<file path="src/rtl/epfm_pkg.sv">
// Shared types, widths and constants of the extrusion pressure fault monitor.
package epfm_pkg;

  typedef enum logic [2:0] {
    KIND_SAMPLE  = 3'd0,
    KIND_SUSPEND = 3'd1,
    KIND_RESUME  = 3'd2,
    KIND_CONSUME = 3'd3,
    KIND_ACK     = 3'd4
  } kind_t;

  localparam logic [2:0] REG_ENABLE   = 3'd0;
  localparam logic [2:0] REG_SIGN     = 3'd1;
  localparam logic [2:0] REG_LOW_PRES = 3'd2;
  localparam logic [2:0] REG_PPV      = 3'd3;
  localparam logic [2:0] REG_NOISE    = 3'd4;
  localparam logic [2:0] REG_LOW_VEL  = 3'd5;

  localparam logic [1:0] FAULT_NONE     = 2'd0;
  localparam logic [1:0] FAULT_NO_RISE  = 2'd1;
  localparam logic [1:0] FAULT_COLLAPSE = 2'd2;
  localparam logic [1:0] FAULT_BREAKOUT = 2'd3;

  localparam int MUL_A_W = 42;
  localparam int MUL_B_W = 25;
  localparam int MUL_P_W = MUL_A_W + MUL_B_W;

  localparam int DIV_N_W = 57;
  localparam int DIV_D_W = 17;
  localparam int DIV_C_W = $clog2(DIV_N_W);

  localparam logic signed [MUL_B_W-1:0] FILT_K    = 25'sd7864;
  localparam logic signed [MUL_B_W-1:0] BASE_K    = 25'sd67109;
  localparam logic signed [MUL_B_W-1:0] PEAK_K    = 25'sd65208;
  localparam logic signed [MUL_B_W-1:0] VEL_SCALE = 25'sd16000000;
  localparam logic signed [MUL_B_W-1:0] K_100     = 25'sd100;
  localparam logic signed [MUL_B_W-1:0] K_65      = 25'sd65;
  localparam logic signed [MUL_B_W-1:0] K_10      = 25'sd10;
  localparam logic signed [MUL_B_W-1:0] K_3       = 25'sd3;

  localparam logic signed [31:0] VEL_IDLE_MAX = 32'sd3276;
  localparam logic [31:0] MAX_DT_US         = 32'd100000;
  localparam logic [31:0] QUAL_TIME_US      = 32'd2000000;
  localparam logic [31:0] QUAL_DIST         = 32'd8192;
  localparam logic [31:0] BAD_LIMIT_US      = 32'd3000000;
  localparam logic [31:0] BREAKOUT_LIMIT_US = 32'd1000000;

endpackage

</file>
<file path="src/rtl/epfm_mul.sv">
// Shared signed multiplier with registered operands and registered product.
module epfm_mul import epfm_pkg::*; (
  input  logic                      clk,
  input  logic                      rst_n,
  input  logic                      go,
  input  logic signed [MUL_A_W-1:0] a,
  input  logic signed [MUL_B_W-1:0] b,
  output logic signed [MUL_P_W-1:0] prod,
  output logic                      vld
);

  logic signed [MUL_A_W-1:0] a_r;
  logic signed [MUL_B_W-1:0] b_r;
  logic signed [MUL_P_W-1:0] prod_r;
  logic                      stg_r;
  logic                      vld_r;

  always_ff @(posedge clk) begin
    if (!rst_n) begin
      stg_r <= 1'b0;
      vld_r <= 1'b0;
    end else begin
      stg_r <= go;
      vld_r <= stg_r;
    end
    if (go) begin
      a_r <= a;
      b_r <= b;
    end
    if (stg_r) begin
      prod_r <= MUL_P_W'(a_r) * MUL_P_W'(b_r);
    end
  end

  assign prod = prod_r;
  assign vld  = vld_r;

endmodule

</file>
<file path="config.mk">
export PLATFORM = sky130hd
export DESIGN_NAME = epfm_mul
export DESIGN_NICKNAME = d
export VERILOG_FILES = /design/src/rtl/epfm_pkg.sv /design/src/rtl/epfm_mul.sv
export SDC_FILE = /design/constraint.sdc
export NUM_CORES = 2
export LEC_CHECK = 0
export BUFFER_PORTS_ARGS = -buffer_cell sky130_fd_sc_hd__buf_2
export CORE_ASPECT_RATIO = 0.8
export CORE_MARGIN = 2
export CORE_UTILIZATION = 45
export CTS_BUF_LIST = sky130_fd_sc_hd__clkbuf_8
export CTS_CLUSTER_SIZE = 28
export DETAILED_ROUTE_END_ITERATION = 16
export SLEW_MARGIN = 20
export SYNTH_ARGS = -nofsm -noshare
export SYNTH_HDL_FRONTEND = slang
export SYNTH_SLANG_ARGS = --single-unit
</file>
<file path="constraint.sdc">
create_clock -name clk -period 6.8 [get_ports clk]
set_clock_uncertainty 0.2 [all_clocks]
set_input_delay 0.68 -clock clk [delete_from_list [all_inputs] [get_ports clk]]
set_output_delay 0.68 -clock clk [all_outputs]
set_load 0.005 [all_outputs]
</file>
==> metrics <==
failing checks=negative setup slack; DR WL/cell=21.2 um; Worst Reg-to-Reg Cells=30; post-route ant nets=0; reg-to-reg endpoint=prod[59]; Die W=335 um; Cell Area, Synth=39400 sq um; clock-pin slew on the worst setup and hold paths=0.15 ns; CTS max path bufs=2; Max Freq=0.129 GHz; Hold Path Class=input port to register; Post-Syn Area per Cell=9.82 sq um; Post-Syn Nets=5309; worst-margin pin slew=1.06 ns; flop2flop setup slack=-0.95 ns; clock root cell=clkbuf_8; final slew viol count=0; GRT Overall Usage=28.0%; Via density=5.10; Placed Cells incl. Taps=5572; top cells by area, synth=fa_1, edfxtp_1, inv_1; GRT Residual Overflow=0; setup violators final=43; IO Count=138; Skew-Pair Late Insertion Delay=0.55 ns; Max-Cap Viols=0; first-pass GRT wire length=188 mm; top cell type's share of synthesized area=53.3%; CP max stage cell=fa_1; Slew headroom=29.2%; Worst Path Max Fanout=6; EDFF count, synth=134; post-synthesis cell count=4015; Die Span Y=269 um; die area=90000 sq um; CTS H-tree depth=4; final critical-path share of the clock period=114%; largest net degree at the start of global routing=69; post-layout util=55.8%; HPWL Detailed=98.4 mm; buffers added on ports=137; Crit Path Class=register to register; Fin. Hold Viols=0; Synth Register Bits=136; status=finished with violations; Worst Path Required=6.87 ns; Final Non-Filler Cells=5724; vias in the first global route=30727; core area=87100 sq um; sequential share of the synthesized area=10.3%; Setup crit end=prod[59]; slowest cell delay on critical path=0.55 ns; RSZ-0062 raised after global routing=yes; nets@finish=5865; leading area contributor after synthesis=fa_1; min Tclk post-route=7.75 ns; clock sinks=136; TritonRoute pass-1 iters=7; row count=97; share of layout cells above drive strength 1=22.7%; Post-route DRC=0; CTS tree=built; CP dominant cell by count=fa_1; CP startpoint kind=register; Post-synth top cells=fa_1, inv_1, nand2_1; GPL Wtd Cong=0.966; initial antenna violation count=5; clock buffer count from CTS=17; reg2reg start=b_r[2]; count leader, synth=fa_1; Post-synth ARST share=0%; Post-Route WL=121 mm; synth unique cells=63; top_reg_cell synth=edfxtp_1; final worst slack=-0.949 ns; vias post-DR=29181; Area growth syn-to-layout=23.3%; CP Launch Point=b_r[2]; crit path DAT=7.82 ns; WHS=0.113 ns; Iteration-0 DRC Markers=2216; Ys Warns=0; CP Capture Type=register; Initial Util=45.2%
[logic make-up after synthesis]
logic type                 count (synthesis)  synth area share, %
AOI/OAI and AO/OA                        192                 3.31
xor gates and xnor gates                  76                 1.69
adders and majority gates               1224                 58.8
buffers and inverters                   1192                 11.4
DFF                                      136                 10.3
and+or+nand+nor                         1195                 14.4
[what timing repair did]
action	4_1_cts	5_1_grt
cloned	5	4
pin swaps	86	128
setup buffers	62	60
endpoints found under the setup margin	46	47
resized for setup	205	171
hold buffers	0	0
[sequential cells by signal (all words and copies together), names as in the netlist]
| signal | cells |
|---|---|
| a_r | 42 |
| vld | 1 |
| b_r | 25 |
| prod | 67 |
| stg_r | 1 |
[layout make-up]
class	instances	area, sq um
clock buffer	17	234
multi-input combinational	2687	32200
tap	1138	1420
inverter	989	3710
clock inverter	15	183
antenna	2	5.00
timing repair buffer	740	6770
fill	7614	38500
sequential	136	4070
[through the flow]
| stage | cell area [sq um] | setup TNS, ns | setup WS, ns |
|---|---|---|---|
| final | 48600 | -25.97 | -0.949 |
| after detailed placement | 45300 | -33.18 | -1.14 |
| after floorplan | 39800 | -1.93 | -0.365 |
| after global routing | 48600 | -33.64 | -1.12 |
| after global placement | 45300 | -31.47 | -1.13 |
| after CTS | 47400 | -21.82 | -0.878 |
[worst min-delay path by stage]
stage                start       to  cells after the start
finish                b[8]   b_r[8]                      1
global route         a[32]  a_r[32]                      1
CTS                   b[8]   b_r[8]                      1
detailed placement  b_r[0]  prod[0]                      2
global placement    b_r[0]  prod[0]                      2
floorplan           b_r[0]  prod[0]                      1
[worst max-delay path: cells and delay by family, from the launching register on]
family	cells	cell delay [ns]
AOI/OAI and AO/OA	6	1.04
buffers and inverters	11	1.22
DFF	1	0.46
adders and majority gates	8	3.83
xor gates and xnor gates	1	0.11
and+or+nand+nor	4	0.61
[metal layers]
| metal | share of wire [%] | routed length [um] | GRT usage [%] |
|---|---|---|---|
| met5 | 0.0099 | 12 | 0 |
| met4 | 1.7 | 2100 | 4.42 |
| met3 | 11 | 13600 | 8.37 |
| met2 | 43 | 52300 | 40.9 |
| met1 | 44 | 53400 | 41.9 |
[placed cells by master (no fill, tap or decap), types with 10 or more instances in the layout]
cell type,instances
a21oi_2,13
ha_4,25
inv_1,951
nand3_1,12
nor2_1,64
o21ai_2,12
a21o_1,26
buf_2,136
nand2_2,12
inv_2,38
buf_6,68
buf_12,84
o21ai_0,15
xnor2_1,41
xor2_1,16
edfxtp_1,134
fa_1,1004
and2_4,32
xnor2_2,12
nand2b_1,11
nand2_1,614
o21bai_1,10
fa_2,45
ha_1,149
a21oi_1,44
and2_1,392
clkbuf_8,17
buf_4,435
nand4_1,12
Power is not shown: default switching activity piles up to over one toggle a cycle in this logic, so the estimate is an artifact.
