### src/rtl/epfm_pkg.sv
// Shared types, widths and constants of the extrusion pressure fault monitor.
package epfm_pkg;

  typedef enum logic [2:0] {
    KIND_SAMPLE  = 3'd0,
    KIND_SUSPEND = 3'd1,
    KIND_RESUME  = 3'd2,
    KIND_CONSUME = 3'd3,
    KIND_ACK     = 3'd4
  } kind_t;

  localparam logic [2:0] REG_ENABLE   = 3'd0;
  localparam logic [2:0] REG_SIGN     = 3'd1;
  localparam logic [2:0] REG_LOW_PRES = 3'd2;
  localparam logic [2:0] REG_PPV      = 3'd3;
  localparam logic [2:0] REG_NOISE    = 3'd4;
  localparam logic [2:0] REG_LOW_VEL  = 3'd5;

  localparam logic [1:0] FAULT_NONE     = 2'd0;
  localparam logic [1:0] FAULT_NO_RISE  = 2'd1;
  localparam logic [1:0] FAULT_COLLAPSE = 2'd2;
  localparam logic [1:0] FAULT_BREAKOUT = 2'd3;

  localparam int MUL_A_W = 42;
  localparam int MUL_B_W = 25;
  localparam int MUL_P_W = MUL_A_W + MUL_B_W;

  localparam int DIV_N_W = 57;
  localparam int DIV_D_W = 17;
  localparam int DIV_C_W = $clog2(DIV_N_W);

  localparam logic signed [MUL_B_W-1:0] FILT_K    = 25'sd7864;
  localparam logic signed [MUL_B_W-1:0] BASE_K    = 25'sd67109;
  localparam logic signed [MUL_B_W-1:0] PEAK_K    = 25'sd65208;
  localparam logic signed [MUL_B_W-1:0] VEL_SCALE = 25'sd16000000;
  localparam logic signed [MUL_B_W-1:0] K_100     = 25'sd100;
  localparam logic signed [MUL_B_W-1:0] K_65      = 25'sd65;
  localparam logic signed [MUL_B_W-1:0] K_10      = 25'sd10;
  localparam logic signed [MUL_B_W-1:0] K_3       = 25'sd3;

  localparam logic signed [31:0] VEL_IDLE_MAX = 32'sd3276;
  localparam logic [31:0] MAX_DT_US         = 32'd100000;
  localparam logic [31:0] QUAL_TIME_US      = 32'd2000000;
  localparam logic [31:0] QUAL_DIST         = 32'd8192;
  localparam logic [31:0] BAD_LIMIT_US      = 32'd3000000;
  localparam logic [31:0] BREAKOUT_LIMIT_US = 32'd1000000;

endpackage

### src/rtl/epfm_div.sv
// Restoring serial divider, one quotient bit per cycle.
module epfm_div import epfm_pkg::*; (
  input  logic               clk,
  input  logic               rst_n,
  input  logic               start,
  input  logic [DIV_N_W-1:0] num,
  input  logic [DIV_D_W-1:0] den,
  output logic               done,
  output logic [DIV_N_W-1:0] quo
);

  logic [DIV_D_W-1:0] rem_r;
  logic [DIV_D_W-1:0] den_r;
  logic [DIV_N_W-1:0] quo_r;
  logic [DIV_C_W-1:0] cnt_r;
  logic               busy_r;
  logic               done_r;
  logic [DIV_D_W:0]   trial;
  logic               ge;
  logic [DIV_D_W:0]   diff;

  assign trial = {rem_r, quo_r[DIV_N_W-1]};
  assign ge    = trial >= {1'b0, den_r};
  assign diff  = trial - {1'b0, den_r};

  always_ff @(posedge clk) begin
    if (!rst_n) begin
      busy_r <= 1'b0;
      done_r <= 1'b0;
    end else begin
      done_r <= 1'b0;
      if (start) begin
        busy_r <= 1'b1;
        cnt_r  <= DIV_C_W'(DIV_N_W - 1);
        rem_r  <= '0;
        den_r  <= den;
        quo_r  <= num;
      end else if (busy_r) begin
        rem_r <= ge ? diff[DIV_D_W-1:0] : trial[DIV_D_W-1:0];
        quo_r <= {quo_r[DIV_N_W-2:0], ge};
        cnt_r <= cnt_r - 1'b1;
        if (cnt_r == '0) begin
          busy_r <= 1'b0;
          done_r <= 1'b1;
        end
      end
    end
  end

  assign done = done_r;
  assign quo  = quo_r;

endmodule

### config.mk
export PLATFORM = sky130hd
export DESIGN_NAME = epfm_div
export DESIGN_NICKNAME = d
export VERILOG_FILES = /design/src/rtl/epfm_pkg.sv /design/src/rtl/epfm_div.sv
export SDC_FILE = /design/constraint.sdc
export NUM_CORES = 1
export LEC_CHECK = 0
export BUFFER_PORTS_ARGS = -buffer_cell sky130_fd_sc_hd__buf_2
export CAP_MARGIN = 20
export CORE_ASPECT_RATIO = 1.25
export CORE_MARGIN = 10
export CORE_UTILIZATION = 57
export CTS_CLUSTER_SIZE = 24
export DETAILED_ROUTE_END_ITERATION = 10
export GPL_TIMING_DRIVEN = 0
export PLACE_DENSITY = 0.92
export SETUP_SLACK_MARGIN = 0.4
export SLEW_MARGIN = 20
export SYNTH_ARGS = -nofsm -noshare
export SYNTH_HDL_FRONTEND = slang
export SYNTH_SLANG_ARGS = --single-unit
### constraint.sdc
create_clock -name clk -period 5.25 [get_ports clk]
set_clock_uncertainty 0.05 [all_clocks]
set_input_delay 0.7875 -clock clk [delete_from_list [all_inputs] [get_ports clk]]
set_output_delay 0.7875 -clock clk [all_outputs]
set_load 0.05 [all_outputs]
==> parameters.txt <==
Parameter                              Value

Power
  Internal power consumption    1.41 mW
  Part of the power in combinational logic    0.254
  Net switching power    0.620 mW
  Net switching fraction of the power    0.306
  Flop pwr share    0.481
  Worst VDD drop    231 uV
  Power density relative to cell area    331 nW/um^2
  Post-layout power    2.03 mW
  Clock network fraction of total power    0.265
  Cell leakage power    2.53 nW

Critical path
  Crit Path Max Fanout    10
  Critical path's largest stage delay    470 ps
  Crit path top cell by count    sky130_fd_sc_hd__inv_1
  Cells along the critical path    inv_1 -> ha_1 -> inv_1 -> fa_1 -> a21o_1 -> a221o_1 -> a211oi_4 -> o31ai_4 -> buf_6 -> mux2_4
  Crit path launch type    register
  Critical path type    reg2reg
  Critical path arrival    3260 ps
  Buffers plus inverters on the worst setup path    3
  Endpoint kind of the worst setup timing path    register
  Critical-path cell with the highest stage delay    sky130_fd_sc_hd__edfxtp_1
  Critical path's top delay family    compound AO/OA/AOI/OAI gates
  Required @ worst endpoint    5330 ps

Global route
  Vias in the first global route    3963
  First-pass GRT wire length    20100 microns
  Number of antenna violations at the first check in global routing    2
  Pin count of the biggest net entering global routing    44
  GRT overflow    0
  Total global routing track utilization    0.191

Logic synthesis
  Synthesized flop and latch total    99
  Post-synth design cell area    5060 sq um
  Post-synthesis net count    472
  Yosys top cell area share    0.575
  EDFF count, synth    97
  Number of distinct library cells after synthesis    51
  Most common cell in the synthesized netlist    sky130_fd_sc_hd__edfxtp_1
  Commonest cells in the synthesized netlist    97 x sky130_fd_sc_hd__edfxtp_1, 56 x sky130_fd_sc_hd__mux2_2, 25 x sky130_fd_sc_hd__nor2_1, 24 x sky130_fd_sc_hd__inv_1
  Post-Synthesis Cells    375
  Most area-consuming cells after synthesis    sky130_fd_sc_hd__edfxtp_1 58%, sky130_fd_sc_hd__mux2_2 12%, sky130_fd_sc_hd__ha_1 4.7%
  Post-synthesis average cell area    13.5 sq um
  Number of warnings reported in the yosys synthesis log    0
  Sequential area share after synthesis    0.583
  Async set-reset flop share out of synthesis    0
  Dominant synthesized flop cell    sky130_fd_sc_hd__edfxtp_1
  Library cell with the largest summed area after synthesis    sky130_fd_sc_hd__edfxtp_1

Finish
  Number of fill cells    597
  Count of nets after finishing    617
  Layout Area Growth over Synthesis    21.0%
  Share of layout cells above drive strength 1    0.419
  Area used by multi-input combinational logic    1950 sq um
  Post-Layout Inst Area    6130 sq um
  Storage cell area    2950 sq um

STA
  Period minus WS final    3180 ps
  Rel. slew slack    0.392
  Final setup TNS    0 ps
  Final number of hold-violating endpoints    0
  Setup repair after global routing missed its margin    false
  Fin. max-slew vios    0
  Final cycle utilization of the critical path    0.605
  FMAX    0.315 GHz
  Setup violation total in the final timing report    0
  Worst Max-Slew Pin Slew    912 ps

CTS
  Setup repair bufs after CTS    0
  Clock sink total    99
  Worst-Skew Late Latency    370 ps
  Clock Root Buffer    sky130_fd_sc_hd__clkbuf_8
  Number of buffers added by the clock tree synthesis step    9
  Clock-pin slew reported for the worst setup and hold paths after clock tree synthesis    100 ps
  Number of buffers on the longest clock path    2
  TritonCTS clock tree    yes
  Number of hold buffers added after CTS    0
  CTS H-tree depth    3
  Post-cts repair resize count    0

Die
  Die area    13100 sq um
  Cell Rows    38
  Area of the core    8700 sq um
  Vert. Die Dim    125 microns
  Starting Density    0.582
  Top-Level Pins    135
  DIE WIDTH    104 microns

Placement
  GPL Wtd Cong    0.927
  Area post-placement    5910 sq um
  Detailed placement HPWL    9610 microns
  I/O Buffers    133

Detailed routing
  Routed via count divided by cell count    5.73
  Detailed Route WL    12500 microns
  Remaining antenna violation count    0
  Via count of the routed design    3702
  Number of iterations in the first detailed-routing pass    5
  DRT iter0 DRCs    206
  Post-detailed-route DRC marker count    0
  Routed length per placed instance    19.4 microns

Min path
  Hold WC Path Type    reg2reg

Outcome
  Run status    finished clean

Run
  Max-capacitance violation count    0
## power groups by stage
stage	logic (mW)	registers, mW	clock network [mW]
floorplan	0.284	1.09	0
global placement	0.489	0.991	0
detailed placement	0.510	0.991	0
CTS	0.513	0.974	0.541
global route	0.558	0.981	0.566
finish	0.515	0.975	0.537
## flip-flops by register name (all words and copies together), names as in the netlist
register / flops
den_r: 17
quo: 57
cnt_r: 6
done: 1
rem_r: 17
busy_r: 1
## stage by stage
stage          instances   util  hold WS (ps)  setup slack (ps)
2_1_floorplan        375      -           371              1600
3_3_place_gp         628  0.676           381               736
3_5_place_dp         629  0.679           404              2120
4_1_cts              645  0.704           417              2090
5_1_grt              646  0.704           445              1990
6_report             646  0.704           416              2070
## per-layer routing
| layer | share of wire | GRT usage | up-vias |
|---|---|---|---|
| li1 | - | - | 1715 |
| met1 | 0.36 | 0.205 | 1759 |
| met2 | 0.49 | 0.316 | 191 |
| met3 | 0.12 | 0.0853 | 35 |
| met4 | 0.030 | 0.0861 | 2 |
| met5 | 0.0014 | 0 | - |
## area by class of cell
| class | count | area share |
|---|---|---|
| sequential | 99 | 0.482 |
| buffer | 14 | 0.0125 |
| antenna | 1 | 0.000408 |
| clock inverter | 6 | 0.0145 |
| inverter | 24 | 0.0147 |
| multi-input combinational | 238 | 0.319 |
| tap | 120 | 0.0245 |
| clock buffer | 10 | 0.0208 |
| timing repair buffer | 134 | 0.112 |
## path summary, 6_finish.rpt
| kind | depth (start not counted) | end | slack (ps) | from |
|---|---|---|---|---|
| setup / recovery | 10 | quo[0] | 2070 | quo[56] |
| hold / removal | 2 | done | 420 | busy_r |
| setup reg to reg | 10 | quo[0] | 2070 | quo[56] |
| hold reg to reg | 2 | done | 420 | busy_r |
## kinds of logic after synthesis
family	after synthesis	synth area share
compound gates	70	0.102
simple gates	72	0.0687
mux	64	0.141
fa+ha+maj	20	0.0509
flops	99	0.583
xor+xnor	12	0.0208
buf+inv	38	0.0329
## placed cells by master (no fill, tap or decap), types with 3 or more instances in the layout
cell type and instances:
sky130_fd_sc_hd__nand4_1 3, sky130_fd_sc_hd__or3_1 3, sky130_fd_sc_hd__nand3_1 7, sky130_fd_sc_hd__nand2_1 15
sky130_fd_sc_hd__inv_1 24, sky130_fd_sc_hd__buf_6 3, sky130_fd_sc_hd__a211oi_2 3, sky130_fd_sc_hd__a21oi_1 19
sky130_fd_sc_hd__clkbuf_8 9, sky130_fd_sc_hd__mux2_2 56, sky130_fd_sc_hd__and3_1 5, sky130_fd_sc_hd__o21ai_0 6
sky130_fd_sc_hd__mux2i_1 7, sky130_fd_sc_hd__xnor2_1 10, sky130_fd_sc_hd__ha_1 19, sky130_fd_sc_hd__nor2_1 25
sky130_fd_sc_hd__nor3_1 6, sky130_fd_sc_hd__buf_2 134, sky130_fd_sc_hd__clkbuf_1 9, sky130_fd_sc_hd__edfxtp_1 97
sky130_fd_sc_hd__o311ai_0 4, sky130_fd_sc_hd__a21o_1 10, sky130_fd_sc_hd__a221oi_1 3, sky130_fd_sc_hd__o21a_1 4
## tightest hold or removal path, stage by stage (launching register included)
cell,delay [ps]
sky130_fd_sc_hd__dfxtp_1,330
sky130_fd_sc_hd__nand2_1,60
sky130_fd_sc_hd__nor3_1,40
(Power assumes the default switching activity.)
